### config.mk
export PLATFORM = sky130hd
export DESIGN_NAME = blob_track_correlation_table
export DESIGN_NICKNAME = d
export VERILOG_FILES = /design/src/hdl/btct_pkg.sv /design/src/hdl/btct_datapath.sv /design/src/hdl/btct_ctrl.sv /design/src/hdl/blob_track_correlation_table.sv
export SDC_FILE = /design/constraint.sdc
export NUM_CORES = 2
export LEC_CHECK = 0
export BUFFER_PORTS_ARGS = -buffer_cell sky130_fd_sc_hd__buf_4
export CAP_MARGIN = 30
export CORE_MARGIN = 2
export CORE_UTILIZATION = 45
export CTS_CLUSTER_SIZE = 30
export DETAILED_ROUTE_END_ITERATION = 10
export PLACE_DENSITY = 0.64
export SLEW_MARGIN = 30
export SYNTH_ARGS = -nofsm -noshare
export SYNTH_HDL_FRONTEND = slang
export SYNTH_SLANG_ARGS = --single-unit
### constraint.sdc
create_clock -name clk -period 23.5 [get_ports clk]
set_input_delay 3.525 -clock clk [delete_from_list [all_inputs] [get_ports clk]]
set_output_delay 3.525 -clock clk [all_outputs]
set_load 0.03 [all_outputs]
### src/hdl/btct_pkg.sv
// package for the blob track correlation table
// constants, codes and controller/datapath command types; no dependencies
`timescale 1ns / 1ps

package btct_pkg;

  localparam int MAX_BOXES   = 16;
  localparam int MAX_PENDING = 16;
  localparam int COORD_BITS  = 12;
  localparam int IDX_BITS    = $clog2(MAX_BOXES);
  localparam int CNT_BITS    = $clog2(MAX_BOXES + 1);
  localparam int PIDX_BITS   = $clog2(MAX_PENDING);
  localparam int PCNT_BITS   = $clog2(MAX_PENDING + 1);
  localparam logic [31:0] STALE_RESET = 32'd1000;

  typedef enum logic [1:0] {
    ACT_BEGIN = 2'd0,
    ACT_BLOB  = 2'd1,
    ACT_END   = 2'd2,
    ACT_SET   = 2'd3
  } action_t;

  typedef enum logic [2:0] {
    KIND_ACK     = 3'd0,
    KIND_MATCH   = 3'd1,
    KIND_QUEUED  = 3'd2,
    KIND_DROPPED = 3'd3,
    KIND_RECORD  = 3'd4,
    KIND_EMPTY   = 3'd5
  } kind_t;

  // controller -> datapath
  typedef struct packed {
    logic                 load;       // latch input beat
    logic                 scan_clear; // reset scan indices
    logic                 compact;    // one compaction step (begin / end)
    logic                 stale_mode; // compaction criterion: stale vs aspect
    logic                 finish_compact;
    logic                 match_step;
    logic                 queue_blob;
    logic                 append_step;
    logic                 clear_marks;
    logic                 set_bounds;
    logic                 rpt_step;
  } dp_cmd_t;

  // datapath -> controller
  typedef struct packed {
    logic scan_done;   // scan index reached box count
    logic hit;         // current scanned entry matches blob
    logic pend_done;   // append finished
    logic rpt_last;    // report index is last box
    logic empty;       // box count is zero
    logic pend_full;
  } dp_stat_t;

endpackage

### src/hdl/btct_datapath.sv
// table storage, compaction, match scan, append and report datapath
// depends on btct_pkg
`timescale 1ns / 1ps

module btct_datapath (
  input  logic                     clk,
  input  logic                     rst_n,
  input  btct_pkg::dp_cmd_t        cmd,
  output btct_pkg::dp_stat_t       stat,
  input  logic [31:0]              stale_limit,
  input  logic [1:0]               in_action,
  input  logic [31:0]              in_time,
  input  logic [11:0]              in_x,
  input  logic [11:0]              in_y,
  input  logic [11:0]              in_w,
  input  logic [11:0]              in_h,
  input  logic [3:0]               in_slot,
  output logic [1:0]               act_r,
  output logic [3:0]               rd_slot,
  output logic [11:0]              rd_x,
  output logic [11:0]              rd_y,
  output logic [11:0]              rd_w,
  output logic [11:0]              rd_h,
  output logic [31:0]              rd_first,
  output logic [31:0]              rd_last
);

  localparam int CB = btct_pkg::COORD_BITS;
  localparam int IB = btct_pkg::IDX_BITS;
  localparam int NB = btct_pkg::CNT_BITS;
  localparam int PI = btct_pkg::PIDX_BITS;
  localparam int PN = btct_pkg::PCNT_BITS;

  logic [CB-1:0] left_r [btct_pkg::MAX_BOXES];
  logic [CB-1:0] top_r  [btct_pkg::MAX_BOXES];
  logic [CB-1:0] wide_r [btct_pkg::MAX_BOXES];
  logic [CB-1:0] tall_r [btct_pkg::MAX_BOXES];
  logic [31:0]   ctime_r[btct_pkg::MAX_BOXES];
  logic [31:0]   mtime_r[btct_pkg::MAX_BOXES];
  logic [btct_pkg::MAX_BOXES-1:0] mark_r;
  logic [CB-1:0] px_r [btct_pkg::MAX_PENDING];
  logic [CB-1:0] py_r [btct_pkg::MAX_PENDING];
  logic [CB-1:0] ps_r [btct_pkg::MAX_PENDING];

  logic [NB-1:0] count_r, rd_r, wr_r;
  logic [PN-1:0] pcount_r, pi_r;
  logic [31:0]   frame_r;
  logic [CB-1:0] x_r, y_r, w_r, h_r;
  logic [3:0]    slot_r;

  logic [IB-1:0] ri, wi;
  logic [PI-1:0] pix;
  logic          drop, bad, stale, hit_box;
  logic [CB+4:0] w10, w17, h6, h10x;
  logic [CB:0]   xe, ye;

  assign ri  = rd_r[IB-1:0];
  assign wi  = wr_r[IB-1:0];
  assign pix = pi_r[PI-1:0];

  always_comb begin
    w10  = (CB+5)'(wide_r[ri]) * (CB+5)'(10);
    w17  = (CB+5)'(tall_r[ri]) * (CB+5)'(17);
    h6   = (CB+5)'(tall_r[ri]) * (CB+5)'(6);
    h10x = w10;
    bad  = (wide_r[ri] != '0) && (tall_r[ri] != '0) && ((w10 < h6) || (h10x > w17));
    stale = !mark_r[ri] && ((frame_r - mtime_r[ri]) >= stale_limit);
    drop = cmd.stale_mode ? stale : bad;
    xe = {1'b0, left_r[ri]} + {1'b0, wide_r[ri]};
    ye = {1'b0, top_r[ri]} + {1'b0, tall_r[ri]};
    hit_box = !mark_r[ri] && (x_r >= left_r[ri]) && ({1'b0, x_r} < xe) &&
              (y_r >= top_r[ri]) && ({1'b0, y_r} < ye);
  end

  assign stat.scan_done = (rd_r >= count_r);
  assign stat.hit       = hit_box;
  assign stat.pend_done = (pi_r >= pcount_r) || (count_r >= NB'(btct_pkg::MAX_BOXES));
  assign stat.rpt_last  = (rd_r + NB'(1) == count_r);
  assign stat.empty     = (count_r == '0);
  assign stat.pend_full = (pcount_r >= PN'(btct_pkg::MAX_PENDING));

  assign rd_slot  = 4'(ri);
  assign rd_x     = 12'(left_r[ri]);
  assign rd_y     = 12'(top_r[ri]);
  assign rd_w     = 12'(wide_r[ri]);
  assign rd_h     = 12'(tall_r[ri]);
  assign rd_first = ctime_r[ri];
  assign rd_last  = mtime_r[ri];

  always_ff @(posedge clk) begin
    if (!rst_n) begin
      count_r  <= '0;
      pcount_r <= '0;
      frame_r  <= '0;
      mark_r   <= '0;
      rd_r     <= '0;
      wr_r     <= '0;
      pi_r     <= '0;
    end else begin
      if (cmd.load) begin
        act_r  <= in_action;
        x_r    <= CB'(in_x);
        y_r    <= CB'(in_y);
        w_r    <= CB'(in_w);
        h_r    <= CB'(in_h);
        slot_r <= in_slot;
        if (in_action == btct_pkg::ACT_BEGIN) begin
          frame_r  <= in_time;
          pcount_r <= '0;
          mark_r   <= '0;
        end
      end
      if (cmd.scan_clear) begin
        rd_r <= '0;
        wr_r <= '0;
        pi_r <= '0;
      end
      if (cmd.compact) begin
        // move the kept entry down, preserving order
        if (!drop) begin
          left_r[wi]  <= left_r[ri];
          top_r[wi]   <= top_r[ri];
          wide_r[wi]  <= wide_r[ri];
          tall_r[wi]  <= tall_r[ri];
          ctime_r[wi] <= ctime_r[ri];
          mtime_r[wi] <= mtime_r[ri];
          mark_r[wi]  <= mark_r[ri];
          wr_r <= wr_r + NB'(1);
        end
        rd_r <= rd_r + NB'(1);
      end
      if (cmd.finish_compact) begin
        count_r <= wr_r;
      end
      if (cmd.match_step) begin
        if (hit_box) begin
          mark_r[ri]  <= 1'b1;
          mtime_r[ri] <= frame_r;
        end else begin
          rd_r <= rd_r + NB'(1);
        end
      end
      if (cmd.queue_blob) begin
        px_r[pcount_r[PI-1:0]] <= x_r;
        py_r[pcount_r[PI-1:0]] <= y_r;
        ps_r[pcount_r[PI-1:0]] <= w_r;
        pcount_r <= pcount_r + PN'(1);
      end
      if (cmd.append_step) begin
        left_r[count_r[IB-1:0]]  <= px_r[pix];
        top_r[count_r[IB-1:0]]   <= py_r[pix];
        wide_r[count_r[IB-1:0]]  <= ps_r[pix];
        tall_r[count_r[IB-1:0]]  <= ps_r[pix];
        ctime_r[count_r[IB-1:0]] <= frame_r;
        mtime_r[count_r[IB-1:0]] <= frame_r;
        count_r <= count_r + NB'(1);
        pi_r    <= pi_r + PN'(1);
      end
      if (cmd.clear_marks) begin
        mark_r   <= '0;
        pcount_r <= '0;
        rd_r     <= '0;
      end
      if (cmd.set_bounds && ({1'b0, slot_r} < (5)'(count_r))) begin
        left_r[slot_r[IB-1:0]] <= x_r;
        top_r[slot_r[IB-1:0]]  <= y_r;
        wide_r[slot_r[IB-1:0]] <= w_r;
        tall_r[slot_r[IB-1:0]] <= h_r;
      end
      if (cmd.rpt_step) begin
        rd_r <= rd_r + NB'(1);
      end
    end
  end

  a_count_range: assert property (@(posedge clk) disable iff (!rst_n)
    count_r <= NB'(btct_pkg::MAX_BOXES)) else $error("box count overflow");
  a_pend_range: assert property (@(posedge clk) disable iff (!rst_n)
    pcount_r <= PN'(btct_pkg::MAX_PENDING)) else $error("pending count overflow");
  a_keep_le_scan: assert property (@(posedge clk) disable iff (!rst_n)
    cmd.compact |-> wr_r <= rd_r) else $error("compaction write passed read");

endmodule

### src/hdl/btct_ctrl.sv
// sequencer for the correlation table: accepts beats, steps the datapath
// depends on btct_pkg
`timescale 1ns / 1ps

module btct_ctrl (
  input  logic                 clk,
  input  logic                 rst_n,
  input  logic                 in_fire,
  input  logic [1:0]           in_action,
  output logic                 in_ready,
  input  logic                 out_tready,
  output logic                 out_tvalid,
  output logic [2:0]           kind,
  output logic                 is_box,
  output logic                 last,
  input  logic [1:0]           act_r,
  output btct_pkg::dp_cmd_t    cmd,
  input  btct_pkg::dp_stat_t   stat
);

  typedef enum logic [3:0] {
    S_IDLE, S_BEGIN, S_BLOB, S_END_PRUNE, S_END_FIX, S_APPEND, S_MARKS,
    S_SET, S_RPT, S_OUT
  } state_t;

  state_t      state_r, state_nxt;
  logic        valid_r, valid_nxt;
  logic [2:0]  kind_r, kind_nxt;
  logic        box_r, box_nxt, last_r, last_nxt;

  assign in_ready   = (state_r == S_IDLE);
  assign out_tvalid = valid_r;
  assign kind       = kind_r;
  assign is_box     = box_r;
  assign last       = last_r;

  always_comb begin
    state_nxt = state_r;
    valid_nxt = valid_r;
    kind_nxt  = kind_r;
    box_nxt   = box_r;
    last_nxt  = last_r;
    cmd       = '0;
    unique case (state_r)
      S_IDLE: begin
        if (in_fire) begin
          cmd.load = 1'b1;
          cmd.scan_clear = 1'b1;
          unique case (btct_pkg::action_t'(in_action))
            btct_pkg::ACT_BEGIN: state_nxt = S_BEGIN;
            btct_pkg::ACT_BLOB:  state_nxt = S_BLOB;
            btct_pkg::ACT_END:   state_nxt = S_END_PRUNE;
            default:             state_nxt = S_SET;
          endcase
        end
      end
      S_BEGIN: begin
        if (stat.scan_done) begin
          cmd.finish_compact = 1'b1;
          kind_nxt = btct_pkg::KIND_ACK; box_nxt = 1'b0; last_nxt = 1'b1;
          valid_nxt = 1'b1; state_nxt = S_OUT;
        end else begin
          cmd.compact = 1'b1;
        end
      end
      S_BLOB: begin
        if (stat.scan_done) begin
          box_nxt = 1'b0; last_nxt = 1'b1; valid_nxt = 1'b1; state_nxt = S_OUT;
          if (stat.pend_full) begin
            kind_nxt = btct_pkg::KIND_DROPPED;
          end else begin
            kind_nxt = btct_pkg::KIND_QUEUED;
            cmd.queue_blob = 1'b1;
          end
        end else begin
          cmd.match_step = 1'b1;
          if (stat.hit) begin
            kind_nxt = btct_pkg::KIND_MATCH; box_nxt = 1'b1; last_nxt = 1'b1;
            valid_nxt = 1'b1; state_nxt = S_OUT;
          end
        end
      end
      S_END_PRUNE: begin
        cmd.stale_mode = 1'b1;
        if (stat.scan_done) begin
          cmd.finish_compact = 1'b1;
          state_nxt = S_END_FIX;
        end else begin
          cmd.compact = 1'b1;
        end
      end
      S_END_FIX: begin
        state_nxt = S_APPEND;
      end
      S_APPEND: begin
        if (stat.pend_done) begin
          state_nxt = S_MARKS;
        end else begin
          cmd.append_step = 1'b1;
        end
      end
      S_MARKS: begin
        cmd.clear_marks = 1'b1;
        state_nxt = S_RPT;
      end
      S_RPT: begin
        valid_nxt = 1'b1; state_nxt = S_OUT;
        if (stat.empty) begin
          kind_nxt = btct_pkg::KIND_EMPTY; box_nxt = 1'b0; last_nxt = 1'b1;
        end else begin
          kind_nxt = btct_pkg::KIND_RECORD; box_nxt = 1'b1; last_nxt = stat.rpt_last;
        end
      end
      S_SET: begin
        cmd.set_bounds = 1'b1;
        kind_nxt = btct_pkg::KIND_ACK; box_nxt = 1'b0; last_nxt = 1'b1;
        valid_nxt = 1'b1; state_nxt = S_OUT;
      end
      S_OUT: begin
        if (out_tready) begin
          valid_nxt = 1'b0;
          if (act_r == btct_pkg::ACT_END && !last_r) begin
            cmd.rpt_step = 1'b1;
            state_nxt = S_RPT;
          end else begin
            state_nxt = S_IDLE;
          end
        end
      end
      default: state_nxt = S_IDLE;
    endcase
  end

  always_ff @(posedge clk) begin
    if (!rst_n) begin
      state_r <= S_IDLE;
      valid_r <= 1'b0;
      kind_r  <= btct_pkg::KIND_ACK;
      box_r   <= 1'b0;
      last_r  <= 1'b0;
    end else begin
      state_r <= state_nxt;
      valid_r <= valid_nxt;
      kind_r  <= kind_nxt;
      box_r   <= box_nxt;
      last_r  <= last_nxt;
    end
  end

  a_valid_state: assert property (@(posedge clk) disable iff (!rst_n)
    out_tvalid |-> state_r == S_OUT) else $error("result outside output state");
  a_no_accept_busy: assert property (@(posedge clk) disable iff (!rst_n)
    in_fire |=> !in_ready) else $error("accepted while busy");
  a_one_cmd: assert property (@(posedge clk) disable iff (!rst_n)
    $onehot0({cmd.compact, cmd.match_step, cmd.append_step, cmd.rpt_step}))
    else $error("overlapping datapath steps");

endmodule

### src/hdl/blob_track_correlation_table.sv
// top level of the blob track correlation table
// depends on btct_pkg, btct_ctrl, btct_datapath
//
// channel  dir  tdata fields (low bit up)                          tuser/tlast
// in_      in   current_time, pos_x, pos_y, box_width, box_height,  tuser=action
//               slot (84 bits, padded to 88)
// out_     out  out_slot, out_x, out_y, out_width, out_height,       tuser=result_kind
//               first_seen, last_seen (116 bits, padded to 120)    tlast=last
// cfg_     in   stale_limit (32)
//
// one item at a time: a new input beat is taken only in idle, after the last result beat
// of the item before it. blob scans the boxes until a hit or the end, begin frame compacts
// out bad-aspect boxes, end frame prunes stale boxes, appends pending blobs and then
// reports every box, and set bounds acknowledges; each result waits for out_tready.
// reset is synchronous active low and clears counts, marks and frame time.
`timescale 1ns / 1ps

module blob_track_correlation_table (
  input  logic         clk,
  input  logic         rst_n,
  input  logic         in_tvalid,
  output logic         in_tready,
  input  logic [87:0]  in_tdata,   // current_time, pos_x, pos_y, box_width, box_height, slot
  input  logic [1:0]   in_tuser,   // action
  output logic         out_tvalid,
  input  logic         out_tready,
  output logic [119:0] out_tdata,  // out_slot, out_x, out_y, out_width, out_height,
                                   // first_seen, last_seen
  output logic [2:0]   out_tuser,  // result_kind
  output logic         out_tlast,
  input  logic         cfg_we,
  input  logic [31:0]  cfg_wdata
);

  btct_pkg::dp_cmd_t  cmd;
  btct_pkg::dp_stat_t stat;
  logic [31:0] stale_r;
  logic [1:0]  act_r;
  logic        is_box;
  logic [3:0]  rd_slot;
  logic [11:0] rd_x, rd_y, rd_w, rd_h;
  logic [31:0] rd_first, rd_last;

  always_ff @(posedge clk) begin
    if (!rst_n) begin
      stale_r <= btct_pkg::STALE_RESET;
    end else if (cfg_we) begin
      stale_r <= cfg_wdata;
    end
  end

  btct_ctrl u_ctrl (
    .clk(clk), .rst_n(rst_n),
    .in_fire(in_tvalid && in_tready), .in_action(in_tuser), .in_ready(in_tready),
    .out_tready(out_tready), .out_tvalid(out_tvalid), .kind(out_tuser),
    .is_box(is_box), .last(out_tlast), .act_r(act_r), .cmd(cmd), .stat(stat)
  );

  btct_datapath u_dp (
    .clk(clk), .rst_n(rst_n), .cmd(cmd), .stat(stat), .stale_limit(stale_r),
    .in_action(in_tuser), .in_time(in_tdata[31:0]), .in_x(in_tdata[43:32]),
    .in_y(in_tdata[55:44]), .in_w(in_tdata[67:56]), .in_h(in_tdata[79:68]),
    .in_slot(in_tdata[83:80]), .act_r(act_r), .rd_slot(rd_slot), .rd_x(rd_x),
    .rd_y(rd_y), .rd_w(rd_w), .rd_h(rd_h), .rd_first(rd_first), .rd_last(rd_last)
  );

  // box fields are read live from the table; it does not change while a beat waits
  assign out_tdata = is_box ?
    {4'd0, rd_last, rd_first, rd_h, rd_w, rd_y, rd_x, rd_slot} : 120'd0;

endmodule

==> flow_metrics.py <==
metrics = {
    "finish": {
        "multi_input_area_um2": 29300,
        "final_common_cell": "edfxtp_1",
        "final_cell_mix": "edfxtp_1, mux4_2, buf_4",
        "drive_above_1_share_pct": 26.5,
        "nets": 6378,
        "final_cells": 9323,
        "seq_area_um2": 75100,
        "areaGrowthSynthToFinish_pct": 14.4,
        "nFillCells": 18200,
    },
    "logic_synthesis": {
        "async_flop_share_pct": 0,
        "synth-edff-count": 2422,
        "yosysWarnings": 0,
        "ys.flop_type": "edfxtp_1",
        "syn_area_per_cell_um2": 19.0,
        "synthCells": 5540,
        "syn_area_um2": 105000,
        "synth_seq_cells": 2541,
        "synth_cell_type_count": 86,
        "ys_seq_area_share_pct": 71.2,
    },
    "floorplan": {
        "coreArea_um2": 233000,
        "start_util_pct": 45.3,
        "io_pins": 253,
        "die_y_um": 488,
        "rows": 177,
        "dieWidth_um": 488,
        "die_area_um2": 238000,
    },
    "routing": {
        "drcViolationCount": 0,
        "dr.pass1.iters": 6,
        "via_per_inst": 5.90,
        "detail_route.wl_per_cell_um": 28.9,
        "vias": 55000,
        "totalWireLength_um": 270000,
        "first_iter_violations": 5915,
        "ant_nets": 0,
    },
    "sta": {
        "tns_ps": 0,
        "rsz0062_at_grt": "false",
        "timing.fmax_mhz": 89.6,
        "hold_viol_final": 0,
        "holdWs_ps": 475,
        "slew_viol_final": 0,
        "final.period_utilization_pct": 47.5,
        "fin_crit_ps": 11160,
        "skew_ps": 54.7,
        "setup_slack_ps": 12340,
        "worst_slew_pin_slew_ps": 1010,
        "setup_viol": 0,
        "relSlewSlack_pct": 32.4,
    },
    "clocking": {
        "clk_pin_slew_ps": 60,
        "cts.repair.resized": 0,
        "cts_root_buf": "clkbuf_16",
        "clk_path_buf_depth": 4,
        "numCtsBuffers": 277,
        "cts_setup_buffers": 0,
        "h-tree-depth": 5,
        "clock_sinks": 2541,
        "clock_latency_ps": 930,
        "hold_buffers": 0,
        "tritoncts": "yes",
    },
    "critical_path": {
        "cpPeakStageDelay_ps": 770,
        "path_common_cell": "buf_4",
        "timing.rr.start": "u_dp.rd_r[0]",
        "crit_path_start": "u_dp.rd_r[0]",
        "critPathTopFamily": "buffers and inverters",
        "cp.arrival_ps": 11670,
        "cp.required_ps": 24010,
        "end_kind": "flip-flop",
        "path_max_fanout": 42,
        "critical_path_buf_inv_count": 6,
        "cp-start-kind": "flip-flop",
        "critPathKind": "flip-flop to flip-flop",
        "critical_path.slowest_cell": "buf_4",
    },
    "place": {
        "io_buffers": 244,
        "gp_congestion": 0.891,
        "dp_worst_setup_slack_ps": 11940,
        "dp_hpwl_um": 157000,
        "place_inst": 8852,
    },
    "global_routing": {
        "grtUsageTotal_pct": 22.5,
        "grt_max_degree": 131,
        "grt_pass1_wl_um": 387000,
        "gr-total-overflow": 0,
        "antenna_found_initial": 14,
        "grt_pass1_vias": 55600,
    },
    "flow_run": {
        "cap_violations": 0,
    },
    "pwr": {
        "power_mw": 10.7,
        "p_per_area_nw_per_um2": 88.7,
        "leakage_nw": 38.8,
        "irDropWorstVdd_mv": 0.0961,
    },
    "min_path": {
        "hold_path.class": "flip-flop to flip-flop",
        "hp-start": "u_dp.frame_r[0]",
    },
    "run_status": {
        "outcome": "finished clean",
    },
}
==> per-layer routing <==
layer / vias to the layer above / GRT usage, % / wire length [um]
li1: 23400 / - / -
met1: 29100 / 30.9 / 110000
met2: 2039 / 36.4 / 131000
met3: 457 / 3.58 / 17900
met4: 6 / 8.73 / 10600
met5: - / 0 / 35
==> kinds of logic after synthesis <==
| logic type | count (synthesis) | synth area share, % |
|---|---|---|
| compound gates | 578 | 3.46 |
| xor+xnor | 82 | 0.681 |
| simple gates | 900 | 4.04 |
| mux | 768 | 16.0 |
| buf+inv | 420 | 1.56 |
| flops | 2541 | 71.2 |
| other cells | 1 | 0.00356 |
| fa+ha+maj | 250 | 3.01 |
==> state kept, by name, summed over array words and instances (netlist names), 12 cells and up, named ones only <==
signal	count
u_dp.ctime_r	512
u_dp.mtime_r	512
u_dp.left_r	192
u_dp.ps_r	192
u_dp.px_r	192
u_dp.py_r	192
u_dp.tall_r	192
u_dp.top_r	192
u_dp.wide_r	192
stale_r	32
u_dp.frame_r	32
u_dp.mark_r	16
u_dp.h_r	12
u_dp.w_r	12
u_dp.x_r	12
u_dp.y_r	12
==> through the flow <==
step / utilization [%] / area (um2)
3_3_place_gp: 48.2 / 112000
5_1_grt: 51.9 / 121000
4_1_cts: 51.8 / 121000
3_5_place_dp: 48.3 / 112000
2_1_floorplan: - / 105000
6_report: 51.9 / 121000
==> worst paths after layout <==
path | endpoint | slack [ps] | cells past startpoint
worst max register to register | u_dp.top_r[2][9] | 12340 | 33
worst min-delay path | u_dp.frame_r[0] | 470 | 2
worst max-delay path | u_dp.top_r[2][9] | 12340 | 33
worst min register to register | u_dp.frame_r[0] | 470 | 2
==> cell type report <==
class	instances	area share, %
inverter	154	0.480
clock buffer	351	6.12
timing repair buffer	445	2.93
clock inverter	113	0.668
sequential	2541	62.3
multi-input combinational	2582	24.3
antenna	5	0.0104
tap	3132	3.25
==> power breakdown <==
| group | switching, mW | total [mW] | internal [mW] | leakage [nW] |
|---|---|---|---|---|
| Sequential | 0.0948 | 5.22 | 5.13 | 22.7 |
| Combinational | 0.882 | 1.49 | 0.604 | 12.0 |
| Clock | 1.67 | 4.00 | 2.33 | 3.98 |
| Total | 2.65 | 10.7 | 8.06 | 38.8 |
==> synth_stat cells (5+ instances only) <==
cell type,instances,area (um2)
edfxtp_1,2422,72700
mux4_2,731,16500
nand2_1,337,1260
ha_1,244,3050
nor2_1,204,766
a21oi_1,193,966
clkbuf_1,156,586
inv_1,153,574
o21ai_0,148,741
and2_1,132,826
dfxtp_1,119,2380
buf_1,79,297
a21o_1,51,383
xnor2_1,51,447
nand3_1,40,200
nor3_1,34,170
xor2_1,31,272
a22oi_1,30,225
mux2i_1,30,300
nand2b_1,29,181
nand4_1,26,163
buf_2,24,120
nor2b_1,24,150
and3_1,23,144
o21a_1,19,143
a31oi_1,14,87.6
o211ai_1,12,90.1
a211oi_1,11,82.6
or3_1,10,62.6
o21bai_1,9,67.6
a211o_1,8,70.1
o221ai_1,8,70.1
o22ai_1,8,50.1
nor4_1,7,43.8
or2_2,7,43.8
a31o_2,6,52.6
fa_1,6,120
a221oi_1,5,43.8
mux4_1,5,131
==> tightest hold or removal path: cells and delay by family (launching register included) <==
kind,cells,cell delay [ps]
and+or+nand+nor,1,60
AOI/OAI and AO/OA,1,50
DFF,1,320
(Power assumes the default switching activity.)
